[src/sba_fifo.sv]
`timescale 1ns / 1ps
// Small show-ahead register queue used as the plan queue and the result queue.
// Depends on nothing but its parameters.
module sba_fifo #(
    parameter int WIDTH = 8,
    parameter int DEPTH = 2
) (
    input  logic             i_clk,
    input  logic             i_rst_n,
    input  logic             i_push,
    input  logic [WIDTH-1:0] i_data,
    output logic             o_full,
    input  logic             i_pop,
    output logic [WIDTH-1:0] o_data,
    output logic             o_empty
);
    localparam int PW = (DEPTH > 1) ? $clog2(DEPTH) : 1;
    localparam int CW = $clog2(DEPTH + 1);

    logic [WIDTH-1:0] r_mem [DEPTH];
    logic [PW-1:0]    r_wr_ptr, r_rd_ptr;
    logic [CW-1:0]    r_count;
    logic             do_push, do_pop;

    assign o_full  = (r_count == CW'(DEPTH));
    assign o_empty = (r_count == '0);
    assign o_data  = r_mem[r_rd_ptr];
    assign do_push = i_push && !o_full;
    assign do_pop  = i_pop && !o_empty;

    always_ff @(posedge i_clk) begin
        if (!i_rst_n) begin
            r_wr_ptr <= '0;
            r_rd_ptr <= '0;
            r_count  <= '0;
        end else begin
            if (do_push) begin
                r_wr_ptr <= (r_wr_ptr == PW'(DEPTH - 1)) ? '0 : r_wr_ptr + 1'b1;
            end
            if (do_pop) begin
                r_rd_ptr <= (r_rd_ptr == PW'(DEPTH - 1)) ? '0 : r_rd_ptr + 1'b1;
            end
            if (do_push && !do_pop) begin
                r_count <= r_count + 1'b1;
            end else if (do_pop && !do_push) begin
                r_count <= r_count - 1'b1;
            end
        end
    end

    always_ff @(posedge i_clk) begin
        if (do_push) begin
            r_mem[r_wr_ptr] <= i_data;
        end
    end

endmodule

[config.mk]
export PLATFORM = sky130hd
export DESIGN_NAME = sba_fifo
export DESIGN_NICKNAME = d
export VERILOG_FILES = /design/src/sba_fifo.sv
export SDC_FILE = /design/constraint.sdc
export NUM_CORES = 1
export LEC_CHECK = 0
export BUFFER_PORTS_ARGS = -buffer_cell sky130_fd_sc_hd__buf_2
export CORE_MARGIN = 2
export CORE_UTILIZATION = 52
export CTS_BUF_LIST = sky130_fd_sc_hd__clkbuf_8
export DETAILED_ROUTE_END_ITERATION = 7
export PLACE_DENSITY = 0.83
export SYNTH_ARGS = -nofsm -noshare
export SYNTH_HDL_FRONTEND = slang
export SYNTH_SLANG_ARGS = --single-unit
[constraint.sdc]
create_clock -name i_clk -period 1.9 [get_ports i_clk]
set_input_delay 0.19 -clock i_clk [delete_from_list [all_inputs] [get_ports i_clk]]
set_output_delay 0.19 -clock i_clk [all_outputs]
set_load 0.02 [all_outputs]
Word level (Yosys, flattened, before mapping) --
Memory sizes are Yosys's and may differ from the RTL's. A register that Yosys moved wholly into a read port is not among the register bits. Cells that the tools add are included.
Operators by class: add/subtract/negate cells 4, equal/unequal tests 1, multiplexer cells 8, reduce and logical (&&, ||, !) cells 10
Operators by type and width (number):
- $mux 1 | 6
- $logic_and 1x1->1 | 4
- $logic_not 1->1 | 4
- $mux 2 | 2
- $add 1x1->1 const B | 2
- $add 2x1->2 const B | 1
- $eq 2x2->1 const B | 1
- $logic_not 2->1 | 1
- $reduce_bool 2->1 | 1
- $sub 2x1->2 const B | 1
Storage, ports and cells: bits in registers 4, bits in writable memories 16, input port bits 12, output and inout port bits 10, word-level logic and storage cells 27, memories 1
Memory list:
- r_mem | words 2, bits a word 8, read ports 1, clocked after memory_dff 1, write ports 1, line 20 | logic [WIDTH-1:0] r_mem [DEPTH];

Longest topological paths before layout --
Gate-level depths: netlist of the first run.
word-level depth 7, gate-level depth with buffers 7, mapped depth without buffers 7

Least setup slack after synthesis of the first run --
OpenSTA, ideal clock, no wires.
kind flip-flop to flip-flop, start point reg r_count[0], end point reg r_count[1], library setup time 70 ps, arrival 1444 ps, required time 1830 ps, slack 386 ps, cell stages (with the launch flop) 7, path buffers 0, period minus slack after synthesis 1514 ps, cell sequence dfxtp_1 > nand2b_1 > inv_2 > nor2_1 > ha_1 > or3_1 > a21boi_1
Between the ends: cells in the longest elaborated chain, start to end 6, elaborated cells on any way between the ends 15, those cells by class add/sub (2); eq/ne (1); mux (2); reduce/logical (10)
Ends and longest elaborated chain:
- start: declaration | line 22 | logic [CW-1:0] r_count;
- start signal: assignment | line 44 | r_count <= r_count + 1'b1;
- start signal: assignment | line 46 | r_count <= r_count - 1'b1;
- $eq 2x2->1 * | line 25 | assign o_full = (r_count == CW'(DEPTH));
- via o_full | line 12 | output logic o_full,
- $logic_not 1->1 * | line 28 | assign do_push = i_push && !o_full;
- $logic_and 1x1->1 * | line 28
- $logic_not 1->1 | line 45 | end else if (do_pop && !do_push) begin
- $logic_and 1x1->1 | line 45
- $reduce_bool 2->1 (no source line)
Mark *: on every way through the listed nets, which the timed path passes. The rest lies on a longest branch. The select of a mux whose other input is x is not followed. A chain may end at the register's enable or synchronous reset.

Worst setup path in the final report of the first run --
start point reg r_count[0], end point reg r_count[1]
Between the ends: cells in the longest elaborated chain, start to end 6, elaborated cells on any way between the ends 15, those cells by class add/sub (2); eq/ne (1); mux (2); reduce/logical (10)
Ends and longest elaborated chain (line):
- $eq 2x2->1 or $logic_not 2->1 (tied branches) | 25, 26
- $logic_not 1->1, on equally long branches | 28, 29
- $logic_and 1x1->1, on equally long branches | 28, 29
- $logic_not 1->1, on equally long branches | 45, 43
- $logic_and 1x1->1, on equally long branches | 45, 43
- $reduce_bool 2->1 (no source line) or $mux 2 (tied branches)
Parallel ways exist; a longest one is shown, timed or not. The select of a mux whose other input is x is not followed.

==> results of run 1 <==
report_power, final:
| group | switching, mW | internal, mW | leakage (nW) |
|---|---|---|---|
| sequential | 0.0611 | 0.586 | 0.191 |
| clock | 0.129 | 0.143 | 0.0269 |
| combinational | 0.244 | 0.207 | 0.178 |
| total | 0.433 | 0.937 | 0.396 |
final cells by class:
type | instances | area (um2)
clock buffers | 3 | 41.29
clock inverters | 1 | 3.754
fillers | 103 | 506.7
inverters | 2 | 7.507
multi-input cells | 26 | 216.5
flip-flops and latches | 21 | 580.6
well taps | 16 | 20.02
repair buffers | 22 | 112.6
metal layers:
metal | vias to the layer above | wire length [um] | track usage [%] | part of all wire, %
met5 | - | 0 | 0 | 0
met4 | 0 | 0 | 7.273 | 0
met3 | 0 | 61 | 5.000 | 5.2
met2 | 15 | 601 | 25.37 | 51
met1 | 215 | 520 | 13.73 | 44
li1 | 230 | - | - | -
cells in the mapped netlist:
cell type / count / area share (%)
sky130_fd_sc_hd__o21a_1: 1 / 0.93
sky130_fd_sc_hd__a21boi_0: 1 / 0.93
sky130_fd_sc_hd__o21ai_1: 1 / 0.62
sky130_fd_sc_hd__inv_1: 1 / 0.46
sky130_fd_sc_hd__buf_2: 1 / 0.62
sky130_fd_sc_hd__xnor2_1: 2 / 2.2
sky130_fd_sc_hd__o21ai_0: 1 / 0.62
sky130_fd_sc_hd__nor3_2: 1 / 1.2
sky130_fd_sc_hd__a21boi_1: 1 / 0.93
sky130_fd_sc_hd__edfxtp_1: 16 / 59
sky130_fd_sc_hd__xor2_1: 1 / 1.1
sky130_fd_sc_hd__and2_1: 3 / 2.3
sky130_fd_sc_hd__inv_2: 1 / 0.46
sky130_fd_sc_hd__ha_1: 1 / 1.5
sky130_fd_sc_hd__mux2_2: 8 / 11
sky130_fd_sc_hd__and3_1: 1 / 0.77
sky130_fd_sc_hd__dfxtp_1: 5 / 12
sky130_fd_sc_hd__nor2_1: 2 / 0.93
sky130_fd_sc_hd__nand2b_1: 1 / 0.77
sky130_fd_sc_hd__or3_1: 1 / 0.77
final timing paths:
check	startpoint	to	slack (ns)	cells after the start
max reg2reg	r_count[0]$_SDFFE_PN0P_	r_count[1]$_SDFFE_PN0P_	0.33	6
min	i_data[5]	r_mem[0][5]$_DFFE_PP_	0.12	1
min reg2reg	r_count[1]$_SDFFE_PN0P_	r_count[1]$_SDFFE_PN0P_	0.53	2
max	r_count[0]$_SDFFE_PN0P_	r_count[1]$_SDFFE_PN0P_	0.33	6
cells by family (layout without fill, tap and decap cells):
logic type | after synthesis | count (layout) | synth area share [%]
adder cells (fa/ha/maj) | 1 | 1 | 1.545
flip-flops | 21 | 21 | 71.72
buffers and inverters | 3 | 28 | 1.544
XOR/XNOR | 3 | 3 | 3.246
AND/OR/NAND/NOR | 9 | 9 | 6.803
multiplexers | 8 | 8 | 11.13
AO/OA/AOI/OAI | 5 | 5 | 4.018
sequential cells by signal, summed over array words and instances, names as in the netlist, named ones only:
signal,count
r_count,2
r_mem,16
r_rd_ptr,1
r_wr_ptr,1
worst reg2reg max path, delay by kind of cell (launching register included):
kind | cells | cell delay (ns)
adder cells (fa/ha/maj) | 1 | 0.26
AO/OA/AOI/OAI | 1 | 0.14
flip-flops | 1 | 0.42
AND/OR/NAND/NOR | 3 | 0.63
buffers and inverters | 1 | 0.06
==> results.env, run 1 <==
RUN_STATUS='finished clean'
FINAL_CORE_UTIL_PCT=65.97
LAYOUT_CELLS_SIZED_ABOVE_1_PCT=46.67
SETUP_REPAIR_AFTER_GLOBAL_ROUTING_MISSED_ITS_MARGIN='no'
TIMING.CRITICAL_PATH.TO_TYPE='flip-flop'
GRT_OVERFLOW_TOTAL=0
YS_TYPES=20
PLACEABLECOREAREA_UM2=1489
FINAL-SETUP-VIOL-COUNT=0
DETAILED_PLACE.AREA_UM2=937.1
FINAL_WEIGHTED_CONGESTION_IN_ROUTABILITY_DRIVEN_PLACEMENT=0.6833
CTS.REPORTEDPATHS.CLKPINSLEW_NS=0.07
CTS_HTREE_LEVELS=1
INITIAL_UTILIZATION_PCT=54.37
CAP_VIOL_MAX_COUNT=0
DR.FIRST_ITER.DRC_COUNT=7
NUMBER_OF_GLOBAL_ROUTE_VIAS_BEFORE_REPAIR=458
POWER_PER_CELL_AREA_nW_PER_UM2=1395
DP_HPWL_UM=868.7
WORST-PATH-MAX-FANOUT=5
POWER_mW=1.370
LAYOUT_COMMON_CELLS='sky130_fd_sc_hd__buf_2, sky130_fd_sc_hd__edfxtp_1, sky130_fd_sc_hd__mux2_2'
SYNTH.YOSYS.SEQ_AREA_SHARE_PCT=71.72
MAX-VDD-IR-DROP_uV=816.7
WORST_SLEW_MARGIN_REL_PCT=75.27
TIMING.SETUP.CRITICAL_PATH_CLASS='reg -> reg'
ROUTEDWLPERCELL_UM=13.00
VIAS_PER_CELL=5.055
FINAL_CELLS=91
DRTANTENNAVIOLNETS=0
CLOCK_INSERTION_DELAY_WORST_SKEW_NS=0.25
WORST_PATH_DOMINANT_CELL_FAMILY='simple AND/OR/NAND/NOR gates'
TRITONCTS='done'
SYNTHESIS.YOSYS.WARNINGS=0
CP_CELL_SEQUENCE='nand2b_1, inv_2, nor2_1, ha_1, or3_1, a21boi_1'
ROUTED-VIA-COUNT=460
NUMBER_OF_ANTENNA_VIOLATIONS_AT_THE_FIRST_CHECK_IN_GLOBAL_ROUTING=0
WORSTPATHREQUIRED_NS=2.09
POST_CTS_REPAIR_SETUP_BUFFERS=0
PLACE.DETAILED.INSTANCES=87
SYN_NETS=63
REPORT.FINAL.HOLD_VIOL_COUNT=0
ARRIVAL_NS=1.75
WORST-PATH-BUF-INV=1
CTS_MAX_PATH_BUFFERS=2
CTS_RESIZED=0
NNETSFINAL=89
WORSTHOLDPATHTYPE='in -> reg'
DIE-WIDTH_UM=43.46
SLOWEST_DELAY_NS=0.42
POST-ROUTE-DRC-COUNT=0
NUMCTSBUFFERS=3
FINALWORSTPATHREQUIREDPERIOD_NS=1.567
DIE-HEIGHT_UM=43.46
CELLLEAKAGEPOWER_nW=0.3959
WORST_SLEW_PIN_SLEW_NS=0.3710
CRITICAL_PATH.STARTPOINT_TYPE='flip-flop'
GRT_USE_TOTAL_PCT=13.96
PRE_CTS_WS_NS=0.3369
FIN_WORST_SKEW_NS=0.0008439
SYNTHCELLS=50
DRV_SLEW=0
ACHIEVABLE-FREQUENCY_MHz=638.2
STD_CELL_ROWS=14
SLACK_OF_THE_CRITICAL_PATH_NS=0.3331
POST-ROUTE-PERIOD-UTIL_PCT=82.47
FLOW.AREA_GROWTH_FROM_SYNTHESIS_PCT=21.33
CTS_HOLD_BUFFERS=0
FINAL_AREA_UM2=982.2
SYNTH-SEQ-CELLS=21
FINALWIRELENGTH_UM=1183
MOST_COMMON_CELL_AFTER_LAYOUT_FILL_AND_TAPS_ASIDE='sky130_fd_sc_hd__buf_2'
GRT_START_MAX_NET_PINS=12
SETUP_TOTAL_NEGATIVE_SLACK_NS=0
GRT_PASS1_WL_UM=1835
AVGSYNTHCELLAREA_UM2=16.19
CPMAXSTAGEDELAYCELL='sky130_fd_sc_hd__dfxtp_1'
DESIGN.DIE.AREA_UM2=1888
CTS.SINKS=21
ANTENNA-DIODE-COUNT=0
CLK_ROOT_BUFFER_CELL='sky130_fd_sc_hd__clkbuf_8'
PORT_BUFFERS=21
TIMING.HOLD.WS_NS=0.1220
DESIGN.PORTCOUNT=22
DETAILEDROUTE.FIRSTPASSITERATIONCOUNT=4
SYNTH.CELL_AREA_UM2=809.5
(Power assumes the default switching activity.)
==> run 2, diff against run 1 <==
Clock period 1.9 ns to 1.6 ns, I/O delays scaled along.
==> run 2 against run 1 <==
Total power grew 20%; global-route usage stayed put; via count decreased by 0.87%; non-clock buffer count did not move; critical endpoint unchanged; combinational power grew 22%; cell count stayed put; largest power group unchanged; clock skew increased by 0.00070 ns; hold slack got worse by 0.030 ns; first-iteration DRC count up 14%; die area unchanged.
==> results.env, run 2 (synthesized netlist as in run 1, its figures left out) <==
TIMING.SETUP.CRITICAL_PATH_CLASS='reg -> reg'
CAP_VIOL_MAX_COUNT=0
WORST-PATH-BUF-INV=0
NUMBER_OF_ANTENNA_VIOLATIONS_AT_THE_FIRST_CHECK_IN_GLOBAL_ROUTING=0
CTS_HTREE_LEVELS=1
DIE-HEIGHT_UM=43.46
WORST_PATH_DOMINANT_CELL_FAMILY='flip-flops'
FINALWIRELENGTH_UM=1208
NUMBER_OF_GLOBAL_ROUTE_VIAS_BEFORE_REPAIR=458
SLACK_OF_THE_CRITICAL_PATH_NS=0.09120
CTS_HOLD_BUFFERS=0
LAYOUT_COMMON_CELLS='sky130_fd_sc_hd__buf_2, sky130_fd_sc_hd__edfxtp_1, sky130_fd_sc_hd__mux2_2'
CLK_ROOT_BUFFER_CELL='sky130_fd_sc_hd__clkbuf_8'
CRITICAL_PATH.STARTPOINT_TYPE='flip-flop'
GRT_USE_TOTAL_PCT=13.96
PLACEABLECOREAREA_UM2=1489
POST-ROUTE-PERIOD-UTIL_PCT=94.30
DRTANTENNAVIOLNETS=0
FLOW.AREA_GROWTH_FROM_SYNTHESIS_PCT=22.41
TIMING.CRITICAL_PATH.TO_TYPE='flip-flop'
LAYOUT_CELLS_SIZED_ABOVE_1_PCT=49.33
DESIGN.PORTCOUNT=22
CTS_MAX_PATH_BUFFERS=2
BIGGESTREGSBYFLOPS='r_mem: 16 flops, r_count: 2 flops'
RUN_STATUS='finished clean'
NNETSFINAL=89
FINALWORSTPATHREQUIREDPERIOD_NS=1.509
FIN_WORST_SKEW_NS=0.001548
WORST_SLEW_MARGIN_REL_PCT=74.79
DESIGN.DIE.AREA_UM2=1888
MOST_COMMON_CELL_AFTER_LAYOUT_FILL_AND_TAPS_ASIDE='sky130_fd_sc_hd__buf_2'
PRE_CTS_WS_NS=0.03687
DP_HPWL_UM=868.7
ROUTEDWLPERCELL_UM=13.27
CTS.REPORTEDPATHS.CLKPINSLEW_NS=0.07
WORST_SLEW_PIN_SLEW_NS=0.3782
SETUP_REPAIR_AFTER_GLOBAL_ROUTING_MISSED_ITS_MARGIN='no'
MAX-VDD-IR-DROP_uV=975.7
ACHIEVABLE-FREQUENCY_MHz=662.8
CTS.SINKS=21
POST-ROUTE-DRC-COUNT=0
CLOCK_INSERTION_DELAY_WORST_SKEW_NS=0.25
ROUTED-VIA-COUNT=456
CELLLEAKAGEPOWER_nW=0.3994
DETAILEDROUTE.FIRSTPASSITERATIONCOUNT=4
GRT_START_MAX_NET_PINS=12
ARRIVAL_NS=1.69
DIE-WIDTH_UM=43.46
REGISTERS.TOP_BY_FF_COUNT='r_mem'
POWER_PER_CELL_AREA_nW_PER_UM2=1665
WORSTPATHREQUIRED_NS=1.79
TRITONCTS='done'
DR.FIRST_ITER.DRC_COUNT=8
FINAL-SETUP-VIOL-COUNT=0
SLOWEST_DELAY_NS=0.44
REPORT.FINAL.HOLD_VIOL_COUNT=0
VIAS_PER_CELL=5.011
CP_CELL_SEQUENCE='o21ai_1, ha_1, or3_1, a21boi_1'
GRT_OVERFLOW_TOTAL=0
LARGEST_REG_FLOPS=16
STD_CELL_ROWS=14
GRT_PASS1_WL_UM=1835
FINAL_WEIGHTED_CONGESTION_IN_ROUTABILITY_DRIVEN_PLACEMENT=0.6833
DETAILED_PLACE.AREA_UM2=937.1
DRV_SLEW=0
CPMAXSTAGEDELAYCELL='sky130_fd_sc_hd__dfxtp_1'
FINAL_AREA_UM2=991.0
ANTENNA-DIODE-COUNT=0
WORSTHOLDPATHTYPE='in -> reg'
SETUP_TOTAL_NEGATIVE_SLACK_NS=0
PORT_BUFFERS=21
WORST-PATH-MAX-FANOUT=5
NUMCTSBUFFERS=3
INITIAL_UTILIZATION_PCT=54.37
==> run 2: layer usage <==
| layer | up-vias | GRT usage [%] | share of wire (%) | wire (um) |
|---|---|---|---|---|
| li1 | 230 | - | - | - |
| met1 | 211 | 13.73 | 43 | 515 |
| met2 | 15 | 25.37 | 52 | 630 |
| met3 | 0 | 5.000 | 5.1 | 62 |
| met4 | 0 | 7.273 | 0 | 0 |
| met5 | - | 0 | 0 | 0 |
==> run 2: final timing paths <==
kind / startpoint / endpoint / slack [ns] / cells past startpoint
max: r_count[1]$_SDFFE_PN0P_ / r_count[1]$_SDFFE_PN0P_ / 0.09 / 4
min: i_data[5] / r_mem[0][5]$_DFFE_PP_ / 0.09 / 1
max reg2reg: r_count[1]$_SDFFE_PN0P_ / r_count[1]$_SDFFE_PN0P_ / 0.09 / 4
min reg2reg: r_count[1]$_SDFFE_PN0P_ / r_count[1]$_SDFFE_PN0P_ / 0.57 / 2
==> run 2: power breakdown <==
part	leakage (nW)	internal (mW)	switching (mW)
combinational	0.182	0.257	0.291
sequential	0.191	0.699	0.0805
clock	0.0269	0.170	0.152
==> run 2: stage by stage <==
step | std cells | power, mW | hold slack (ns) | utilization (%)
finish | 91 | 1.649 | 0.09174 | 66.55
global route | 91 | 1.738 | 0.08564 | 66.55
CTS | 91 | 1.647 | 0.08554 | 65.97
detailed placement | 87 | 1.321 | 0.3514 | 62.94
global placement | 87 | 1.298 | 0.3487 | 62.94
floorplan | 50 | 1.161 | 0.2589 | -
==> run 2: layout make-up <==
cell class,count,area [um2]
clock buffer,3,41.29
clock inverter,1,3.754
fill,103,498.0
inverter,2,7.507
multi-input combinational,26,224.0
sequential,21,581.8
tap,16,20.02
timing repair buffer,22,112.6
==> run 2: timing repair <==
item                                    CTS  global route
buffers inserted                          0             0
endpoints found under the setup margin    0             1
gates resized for setup                   0             2
