## src/sba_pkg.sv

```systemverilog
`timescale 1ns / 1ps
// Shared types, constants and reset values for the slab buffer allocator.
// No dependencies; the RTL refers to it by scoped names, the testbench imports it.
package sba_pkg;

    localparam int NUM_TARGETS_DEF    = 4;
    localparam int NUM_SLAB_SIZES_DEF = 4;
    localparam int FREE_DEPTH_DEF     = 64;
    localparam int MAX_RESULTS_DEF    = 64;

    localparam int PLAN_DEPTH = 2;
    localparam int OUT_DEPTH  = 4;

    localparam int CFG_IDX_W         = 3;
    localparam int CFG_DATA_W        = 32;
    localparam int CFG_NUM_SLAB_REGS = 4;
    localparam int CFG_NUM_CAP_REGS  = 4;

    // slab index and slab count at their widest parameter range
    localparam int IDX_W = 3;
    localparam int CNT_W = 33;

    typedef enum logic [CFG_IDX_W-1:0] {
        CFG_SLAB_BYTES_0      = 3'd0,
        CFG_SLAB_BYTES_1      = 3'd1,
        CFG_SLAB_BYTES_2      = 3'd2,
        CFG_SLAB_BYTES_3      = 3'd3,
        CFG_CAPACITY_TARGET_0 = 3'd4,
        CFG_CAPACITY_TARGET_1 = 3'd5,
        CFG_CAPACITY_TARGET_2 = 3'd6,
        CFG_CAPACITY_TARGET_3 = 3'd7
    } t_cfg_reg;

    typedef enum logic [0:0] {
        OP_ALLOC   = 1'b0,
        OP_RELEASE = 1'b1
    } t_op;

    typedef enum logic [1:0] {
        ST_OK          = 2'd0,
        ST_NO_SPACE    = 2'd1,
        ST_LIMIT       = 2'd2,
        ST_STACK_FULL  = 2'd3
    } t_status;

    typedef enum logic [1:0] {
        PK_RELEASE = 2'd0,
        PK_ALLOC   = 2'd1,
        PK_BAD     = 2'd2
    } t_plan_kind;

    typedef enum logic [1:0] {
        F_IDLE  = 2'd0,
        F_CLASS = 2'd1,
        F_DIV   = 2'd2,
        F_EMIT  = 2'd3
    } t_front_state;

    typedef enum logic [2:0] {
        B_IDLE = 3'd0,
        B_SLAB = 3'd1,
        B_READ = 3'd2,
        B_REL  = 3'd3,
        B_BAD  = 3'd4
    } t_back_state;

    typedef struct packed {
        t_op         operation;
        logic [1:0]  target;
        logic [31:0] request_bytes;
        logic [1:0]  release_slab;
        logic [31:0] release_offset;
    } t_req;

    typedef struct packed {
        logic [1:0]  out_target;
        logic [31:0] out_offset;
        logic [1:0]  out_slab;
        logic [31:0] slab_length;
        logic [31:0] blob_offset;
        logic [31:0] blob_length;
        t_status     status;
        logic        last;
    } t_result;

    // Work for the back end: an allocation is at most one slab of first_slab
    // followed by main_cnt slabs of main_slab.
    typedef struct packed {
        t_plan_kind       kind;
        logic [1:0]       target;
        logic [31:0]      request_bytes;
        logic [1:0]       release_slab;
        logic [31:0]      release_offset;
        logic             first_vld;
        logic [IDX_W-1:0] first_slab;
        logic [IDX_W-1:0] main_slab;
        logic [CNT_W-1:0] main_cnt;
    } t_plan;

    function automatic logic [31:0] slab_reset(input int idx);
        case (idx)
            0:       slab_reset = 32'd4096;
            1:       slab_reset = 32'd16384;
            2:       slab_reset = 32'd65536;
            default: slab_reset = 32'd1048576;
        endcase
    endfunction

    function automatic logic [31:0] cap_reset(input int idx);
        case (idx)
            0:       cap_reset = 32'd16777216;
            1:       cap_reset = 32'd67108864;
            2:       cap_reset = 32'd268435456;
            3:       cap_reset = 32'hFFFF_FFFF;
            default: cap_reset = 32'd0;
        endcase
    endfunction

endpackage

```

## src/sba_front.sv

```systemverilog
`timescale 1ns / 1ps
// Front end: accepts items, splits an allocation into slab counts with a
// bit-serial divider and hands a plan to the back end. Uses sba_pkg.
module sba_front #(
    parameter int NUM_TARGETS    = sba_pkg::NUM_TARGETS_DEF,
    parameter int NUM_SLAB_SIZES = sba_pkg::NUM_SLAB_SIZES_DEF
) (
    input  logic               i_clk,
    input  logic               i_rst_n,
    input  logic               i_push,
    input  sba_pkg::t_req      i_req,
    output logic               o_full,
    input  logic [31:0]        i_slab_sz [NUM_SLAB_SIZES],
    output logic               o_plan_push,
    output sba_pkg::t_plan     o_plan,
    input  logic               i_plan_full
);
    localparam int IW = sba_pkg::IDX_W;
    localparam int NW = sba_pkg::CNT_W;

    sba_pkg::t_front_state r_state, n_state;
    sba_pkg::t_req         r_req, n_req;
    sba_pkg::t_plan        r_plan, n_plan;
    logic [31:0]           r_quo, n_quo;
    logic [31:0]           r_rem, n_rem;
    logic [5:0]            r_bit, n_bit;

    logic [31:0] sz_last;
    logic [31:0] fit_val;
    logic        fit_vld;
    logic [IW-1:0] fit_idx;
    logic [32:0] shl;
    logic        ge;

    assign sz_last     = i_slab_sz[NUM_SLAB_SIZES-1];
    assign o_full      = (r_state != sba_pkg::F_IDLE);
    assign o_plan      = r_plan;
    assign o_plan_push = (r_state == sba_pkg::F_EMIT);

    // first slab size that holds the value
    always_comb begin
        fit_val = (r_state == sba_pkg::F_CLASS) ? r_req.request_bytes : r_rem;
        fit_vld = 1'b0;
        fit_idx = '0;
        for (int k = NUM_SLAB_SIZES - 1; k >= 0; k--) begin
            if (i_slab_sz[k] >= fit_val) begin
                fit_vld = 1'b1;
                fit_idx = IW'(k);
            end
        end
    end

    assign shl = {r_rem, r_quo[31]};
    assign ge  = (shl >= {1'b0, sz_last});

    always_comb begin
        n_state = r_state;
        n_req   = r_req;
        n_plan  = r_plan;
        n_quo   = r_quo;
        n_rem   = r_rem;
        n_bit   = r_bit;
        case (r_state)
            sba_pkg::F_IDLE: begin
                if (i_push) begin
                    n_req   = i_req;
                    n_state = sba_pkg::F_CLASS;
                end
            end
            sba_pkg::F_CLASS: begin
                n_plan                = '0;
                n_plan.target         = r_req.target;
                n_plan.request_bytes  = r_req.request_bytes;
                n_plan.release_slab   = r_req.release_slab;
                n_plan.release_offset = r_req.release_offset;
                n_plan.main_cnt       = NW'(1);
                n_plan.main_slab      = fit_idx;
                if (r_req.operation == sba_pkg::OP_RELEASE) begin
                    n_plan.kind = sba_pkg::PK_RELEASE;
                    n_state     = sba_pkg::F_EMIT;
                end else if (r_req.request_bytes == '0) begin
                    // zero bytes: drop the transaction
                    n_state = sba_pkg::F_IDLE;
                end else if (int'(r_req.target) >= NUM_TARGETS) begin
                    n_plan.kind = sba_pkg::PK_BAD;
                    n_state     = sba_pkg::F_EMIT;
                end else if (fit_vld) begin
                    n_plan.kind = sba_pkg::PK_ALLOC;
                    n_state     = sba_pkg::F_EMIT;
                end else begin
                    n_plan.kind = sba_pkg::PK_ALLOC;
                    n_quo       = r_req.request_bytes;
                    n_rem       = '0;
                    n_bit       = '0;
                    n_state     = sba_pkg::F_DIV;
                end
            end
            sba_pkg::F_DIV: begin
                if (r_bit == 6'd32) begin
                    // quotient of the largest size, remainder takes one more slab
                    n_plan.main_slab = IW'(NUM_SLAB_SIZES - 1);
                    n_plan.main_cnt  = {1'b0, r_quo};
                    if (r_rem != '0) begin
                        if (fit_idx == IW'(NUM_SLAB_SIZES - 1)) begin
                            n_plan.main_cnt = {1'b0, r_quo} + NW'(1);
                        end else begin
                            n_plan.first_vld  = 1'b1;
                            n_plan.first_slab = fit_idx;
                        end
                    end
                    n_state = sba_pkg::F_EMIT;
                end else begin
                    n_rem = ge ? 32'(shl - {1'b0, sz_last}) : shl[31:0];
                    n_quo = {r_quo[30:0], ge};
                    n_bit = r_bit + 6'd1;
                end
            end
            sba_pkg::F_EMIT: begin
                if (!i_plan_full) begin
                    n_state = sba_pkg::F_IDLE;
                end
            end
            default: n_state = sba_pkg::F_IDLE;
        endcase
    end

    always_ff @(posedge i_clk) begin
        if (!i_rst_n) begin
            r_state <= sba_pkg::F_IDLE;
        end else begin
            r_state <= n_state;
        end
    end

    always_ff @(posedge i_clk) begin
        r_req  <= n_req;
        r_plan <= n_plan;
        r_quo  <= n_quo;
        r_rem  <= n_rem;
        r_bit  <= n_bit;
    end

endmodule

```

## config.mk

```make
export PLATFORM = sky130hd
export DESIGN_NAME = sba_front
export DESIGN_NICKNAME = d
export VERILOG_FILES = /design/src/sba_pkg.sv /design/src/sba_front.sv
export SDC_FILE = /design/constraint.sdc
export NUM_CORES = 1
export LEC_CHECK = 0
export BUFFER_PORTS_ARGS = -buffer_cell sky130_fd_sc_hd__buf_4
export CAP_MARGIN = 25
export CORE_MARGIN = 5
export CORE_UTILIZATION = 56
export DETAILED_ROUTE_END_ITERATION = 8
export GPL_TIMING_DRIVEN = 0
export HOLD_SLACK_MARGIN = 0.08
export MAX_ROUTING_LAYER = met4
export PLACE_DENSITY = 0.85
export SYNTH_ARGS = -nofsm -noshare
export SYNTH_HDL_FRONTEND = slang
export SYNTH_SLANG_ARGS = --single-unit
```

## constraint.sdc

```tcl
create_clock -name i_clk -period 12.7 [get_ports i_clk]
set_clock_uncertainty 0.15 [all_clocks]
set_input_delay 2.54 -clock i_clk [delete_from_list [all_inputs] [get_ports i_clk]]
set_output_delay 2.54 -clock i_clk [all_outputs]
set_load 0.01 [all_outputs]
```

==> After elaboration in Yosys (flattened, before gate mapping) <==
Cells that the tools add are included.
{ "word_totals": {"reg_bits": 251, "elab_cells": 89, "out_inout_bits": 112, "inputBits": 201} }
{ "classes": {"magnitude_cmp": 5, "eq_ne": 14, "reduce_logical": 10, "n_addsub": 3, "muxes": 39} }
{ "op_table": {"columns": ["operator", "n"], "rows": [
  ["two-way mux 32 bit", 10],
  [">= comparator 32 bit", 4],
  ["case mux 32 bit (2 select lines)", 2],
  ["case mux 40 bit (2 select lines)", 1],
  ["two-way mux 33 bit", 2],
  ["two-way mux 40 bit", 1],
  ["adder 32 x 1 -> 33 bit (second input constant)", 1],
  [">= comparator 33 x 32 -> 1 bit", 1],
  ["zero test 32 bit", 1],
  ["nonzero test 32 bit", 1],
  ["subtractor 32 bit", 1],
  ["two-way mux 6 bit", 4],
  ["inequality test 2 bit (second input constant)", 9],
  ["two-way mux 2 bit", 6],
  ["case mux 6 bit (2 select lines)", 1],
  ["two-way mux 3 bit", 3],
  ["two-way mux 4 bit", 2],
  ["case mux 2 bit (4 select lines)", 1],
  ["adder 6 x 1 -> 6 bit (second input constant)", 1],
  ["equality test 6 bit (second input constant)", 1],
  ["two-way mux 1 bit", 6],
  ["AND reduction 5 bit", 1],
  ["equality test 2 bit (second input constant)", 2],
  ["AND reduction 2 bit", 2],
  ["other kinds (6)", 7]
]} }

==> Depth between registers and ports, before layout <==
{ "logic_depth": {"depth_word": 12, "depth_mapped": 19, "ltp_nobuf": 14} }

==> Worst setup path after synthesis <==
No wires, ideal clock.
{ "synth_timing": {"path_kind": "flip-flop to flip-flop", "start": "register (tool-made name)", "end": "register r_bit[0] (enable)", "n_path_buf": 4, "path_stages_with_launch": 18, "slack_ns": 3.137, "arrival_time_ns": 8.892, "synth_period_minus_slack_ns": 9.563, "required_time_ns": 12.029, "setup_ns": 0.521, "cell_sequence": "dfxtp_1 inv_1 ha_1 buf_4 buf_1 mux2i_1 ha_1 a21o_1 a21o_1 a221o_1 a31oi_1 o21ai_1 a21bo_1 or2_2 buf_2 buf_2 nand3b_1 a21oi_1"} }
{ "synth_rtl": {"columns": ["item", "line_no", "source"], "rows": [
  ["end signal: assignment", "sba_front.sv:140", "r_bit <= n_bit;"],
  ["end: declaration", "sba_front.sv:26", "logic [5:0] r_bit, n_bit;"]
]} }

==> impl_metrics.prom <==
# TYPE chip_impl_metric gauge
chip_impl_info{name="run_status",value="finished, final reports clean"} 1
chip_impl_metric{name="tightestPinTransition",unit="ns"} 0.948
chip_impl_metric{name="final_period_minus_worst_setup_slack",unit="ns"} 7.02
chip_impl_metric{name="path_buf_inv",unit=""} 7
chip_impl_metric{name="cp.arrival",unit="ns"} 7.09
chip_impl_metric{name="tot_pwr",unit="mW"} 3.82
chip_impl_metric{name="critical_path_peak_fanout",unit=""} 26
chip_impl_info{name="yosys.area.top_type",value="sky130_fd_sc_hd__edfxtp_1"} 1
chip_impl_metric{name="worst_path_largest_cell_delay",unit="ns"} 0.85
chip_impl_metric{name="grt_util_all_layers",unit="%"} 31.2
chip_impl_metric{name="worst_rel_slew_slack",unit="%"} 36.3
chip_impl_metric{name="port_buffers",unit=""} 309
chip_impl_metric{name="first_pass_grt_wire_length",unit="mm"} 68.7
chip_impl_metric{name="rows",unit=""} 59
chip_impl_metric{name="setup_viol",unit=""} 0
chip_impl_info{name="worstSetupEndpointType",value="register"} 1
chip_impl_metric{name="number_of_synthesized_flops_with_an_enable_pin",unit=""} 246
chip_impl_metric{name="pwr_density",unit="mW/mm²"} 206
chip_impl_metric{name="drcViolationCount",unit=""} 0
chip_impl_metric{name="hpwlAfterDp",unit="mm"} 35.5
chip_impl_metric{name="io_pins",unit=""} 313
chip_impl_metric{name="cts-root-to-sink-buffers",unit=""} 3
chip_impl_metric{name="timing.fmax",unit="GHz"} 0.142
chip_impl_metric{name="syn_inst",unit=""} 1278
chip_impl_metric{name="post-route-period-util",unit="%"} 55.3
chip_impl_metric{name="syn-mean-instance-area",unit="µm²"} 11.5
chip_impl_metric{name="yosysUniqueCellTypes",unit=""} 64
chip_impl_metric{name="stdcell_area",unit="mm²"} 0.0185
chip_impl_metric{name="fillers",unit=""} 1858
chip_impl_info{name="cts-root-buf",value="sky130_fd_sc_hd__clkbuf_16"} 1
chip_impl_info{name="worst_path_max_delay_cell",value="sky130_fd_sc_hd__mux2i_1"} 1
chip_impl_metric{name="grt_antenna_before_repair",unit=""} 1
chip_impl_metric{name="post_cts_hold_buffer_count",unit=""} 0
chip_impl_metric{name="power.static_leakage",unit="nW"} 7.88
chip_impl_metric{name="die_extent_in_y",unit="µm"} 172
chip_impl_metric{name="clkSinkCount",unit=""} 248
chip_impl_info{name="synth_common_cells",value="sky130_fd_sc_hd__edfxtp_1 (246), sky130_fd_sc_hd__ha_1 (164), sky130_fd_sc_hd__inv_1 (85)"} 1
chip_impl_info{name="holdCritPathClass",value="register to register"} 1
chip_impl_metric{name="yosysSeqAreaShare",unit="%"} 50.4
chip_impl_metric{name="drt.antenna.violating_nets",unit=""} 0
chip_impl_metric{name="total_count_of_max_transition_violations_in_the_final_report",unit=""} 0
chip_impl_info{name="tritoncts_clock_tree",value="yes"} 1
chip_impl_metric{name="floorplan.die_area",unit="mm²"} 0.0297
chip_impl_metric{name="path_clk_slew",unit="ns"} 0.06
chip_impl_metric{name="worstSkewPairLatency",unit="ns"} 0.53
chip_impl_metric{name="netlist.area_leader.share",unit="%"} 50.1
chip_impl_metric{name="hold_viol_final",unit=""} 0
chip_impl_info{name="ys_top_cells_by_area",value="sky130_fd_sc_hd__edfxtp_1 (50%), sky130_fd_sc_hd__ha_1 (14%), sky130_fd_sc_hd__mux2i_1 (4.5%), sky130_fd_sc_hd__a21o_1 (2.8%), sky130_fd_sc_hd__a21oi_1 (2.5%)"} 1
chip_impl_metric{name="drtPass1Iterations",unit=""} 8
chip_impl_metric{name="placed_standard_cell_area",unit="mm²"} 0.0177
chip_impl_metric{name="fp.dieW",unit="µm"} 172
chip_impl_metric{name="max-cap-violations",unit=""} 0
chip_impl_metric{name="floorplan.initialDensity",unit="%"} 56.7
chip_impl_metric{name="layout.core_utilization",unit="%"} 71.2
chip_impl_metric{name="cts.repair.resized",unit=""} 0
chip_impl_metric{name="post_layout_cell_count",unit=""} 1979
chip_impl_metric{name="layout.nets",unit=""} 1989
chip_impl_info{name="critical_path.most_common_cell",value="sky130_fd_sc_hd__buf_2"} 1
chip_impl_metric{name="num_vias",unit=""} 12300
chip_impl_metric{name="post_drt_wl_per_cell",unit="µm"} 23.5
chip_impl_metric{name="htree_levels",unit=""} 1
chip_impl_metric{name="post-cts-setup-buffer-count",unit=""} 0
chip_impl_info{name="crit_path_launch_type",value="register"} 1
chip_impl_info{name="setup_repair_after_global_routing_missed_its_margin",value="no"} 1
chip_impl_metric{name="syn_area",unit="mm²"} 0.0147
chip_impl_metric{name="number_of_global_route_vias_before_repair",unit=""} 12000
chip_impl_metric{name="count_of_synthesis_stage_warnings_from_yosys",unit=""} 0
chip_impl_metric{name="synth-async-reset-ratio",unit="%"} 0
chip_impl_metric{name="routabilityCongestion",unit=""} 0.956
chip_impl_metric{name="max-vdd-ir-drop",unit="mV"} 0.195
chip_impl_info{name="yosysMostFrequentCell",value="sky130_fd_sc_hd__edfxtp_1"} 1
chip_impl_info{name="timing_worst_setup_path_type",value="register to register"} 1
chip_impl_metric{name="detail_route.iter0.violations",unit=""} 1490
chip_impl_metric{name="timing.critical_path.required",unit="ns"} 12.78
chip_impl_metric{name="core_region_area",unit="mm²"} 0.0260
chip_impl_metric{name="cell_count_post_placement",unit=""} 1931
chip_impl_metric{name="synth.ff_latch_count",unit=""} 248
chip_impl_metric{name="drive_gt1_share",unit="%"} 25.0
chip_impl_metric{name="vias_per_cell",unit=""} 6.21
chip_impl_metric{name="tritoncts.num_buffers",unit=""} 25
chip_impl_metric{name="flow.area_growth_from_synthesis",unit="%"} 25.5
chip_impl_metric{name="drt_wl_total",unit="mm"} 46.4
chip_impl_info{name="ys_dominant_reg_cell",value="sky130_fd_sc_hd__edfxtp_1"} 1
chip_impl_metric{name="global_route.overflow_total",unit=""} 0
chip_impl_metric{name="grt_max_degree",unit=""} 54
chip_impl_info{name="timing.critical_path.cells",value="inv_1, ha_4, buf_4, clkbuf_1, mux2i_1, ha_1, a2111oi_0, a21oi_1, nor3_1, a21bo_1, or2_2, buf_2, buf_2, nand3b_1, a21oi_4, buf_12, buf_16"} 1
chip_impl_info{name="critical-path-top-delay-family",value="buffers and inverters"} 1
-- sequential cells by signal, summed over array words and instances, names as in the netlist, named ones only --
name / flops
r_rem: 32
r_req: 69
r_quo: 32
r_state: 1
r_bit: 6
o_plan: 107
-- metal layers --
layer / up-vias / part of all wire (%) / track usage (%)
met4: 0 / 4.7 / 12.2
li1: 5576 / - / -
met5: - / 0 / -
met1: 5837 / 37 / 39.5
met3: 149 / 8.7 / 3.82
met2: 733 / 50 / 51.8
-- metrics by stage --
step                hold WS [ns]  setup WS, ns  setup TNS, ns
global route               0.276          5.43              0
finish                     0.269          5.68              0
floorplan                  0.250          3.14              0
CTS                        0.270          5.78              0
global placement           0.251        -0.197         -13.57
detailed placement         0.255          5.65              0
-- area by class of cell --
type | count | area (µm²) | share of cell area (%)
timing repair buffer | 316 | 2460 | 13.3
multi-input combinational | 904 | 6850 | 37.0
buffer | 43 | 195 | 1.05
sequential | 248 | 7430 | 40.1
tap | 335 | 419 | 2.27
inverter | 85 | 319 | 1.72
antenna | 2 | 5.00 | 0.0270
clock buffer | 26 | 629 | 3.40
clock inverter | 20 | 203 | 1.10
-- worst paths after layout --
| kind | startpoint | cells after the start | endpoint | slack [ns] |
|---|---|---|---|---|
| setup / recovery | register | 17 | r_quo[28]$_DFFE_PP_ | 5.68 |
| hold / removal | r_req[3]$_DFFE_PP_ | 0 | o_plan[43]$_DFFE_PN_ | 0.27 |
| setup reg to reg | register | 17 | r_quo[28]$_DFFE_PP_ | 5.68 |
| hold reg to reg | r_req[3]$_DFFE_PP_ | 0 | o_plan[43]$_DFFE_PN_ | 0.27 |
-- cells by family (layout without fill, tap and decap cells) --
logic type / after synthesis / after routing / synth area share, %
and+or+nand+nor: 349 / 349 / 12.5
AOI/OAI and AO/OA: 278 / 278 / 12.2
DFF: 248 / 248 / 50.4
adders and majority gates: 167 / 167 / 14.2
buffers and inverters: 128 / 490 / 3.49
muxes: 83 / 83 / 5.80
xor gates and xnor gates: 24 / 24 / 1.43
other: 1 / 5 / 0.0254
-- layout by cell type, fill, tap and decap left out, types with 7 or more instances in the layout --
master / n
sky130_fd_sc_hd__and4_1: 14
sky130_fd_sc_hd__clkinv_2: 7
sky130_fd_sc_hd__nor4_1: 27
sky130_fd_sc_hd__a21oi_1: 74
sky130_fd_sc_hd__or4_1: 13
sky130_fd_sc_hd__o31ai_1: 11
sky130_fd_sc_hd__nand2_1: 71
sky130_fd_sc_hd__buf_4: 313
sky130_fd_sc_hd__mux2_2: 16
sky130_fd_sc_hd__and3_1: 11
sky130_fd_sc_hd__ha_1: 163
sky130_fd_sc_hd__xor2_1: 7
sky130_fd_sc_hd__inv_1: 85
sky130_fd_sc_hd__buf_2: 9
sky130_fd_sc_hd__a31oi_1: 11
sky130_fd_sc_hd__nor3_1: 19
sky130_fd_sc_hd__nor2b_1: 8
sky130_fd_sc_hd__xnor2_1: 17
sky130_fd_sc_hd__nand3_1: 31
sky130_fd_sc_hd__clkbuf_16: 25
sky130_fd_sc_hd__nand2b_1: 18
sky130_fd_sc_hd__a21o_1: 54
sky130_fd_sc_hd__mux2i_1: 66
sky130_fd_sc_hd__o211ai_1: 9
sky130_fd_sc_hd__a211oi_1: 10
sky130_fd_sc_hd__edfxtp_1: 246
sky130_fd_sc_hd__nand4_1: 36
sky130_fd_sc_hd__o21ai_0: 53
sky130_fd_sc_hd__o21a_1: 14
sky130_fd_sc_hd__nor2_1: 72
sky130_fd_sc_hd__clkbuf_1: 26
-- power breakdown --
part / total (mW) / internal (mW) / switching, mW
Sequential: 1.38 / 1.21 / 0.171
Combinational: 1.69 / 0.686 / 0.999
Clock: 0.752 / 0.428 / 0.324
Total: 3.82 / 2.33 / 1.49
-- worst reg2reg max path: cells and delay by family, from the launching register on --
kind                     cells  cell delay [ns]
AND/OR/NAND/NOR              3             0.92
multiplexers                 1             0.85
buffers and inverters        7             2.02
flip-flops                   1             0.35
adder cells (fa/ha/maj)      2             0.75
AO/OA/AOI/OAI                4             1.68
(Power assumes the default switching activity.)
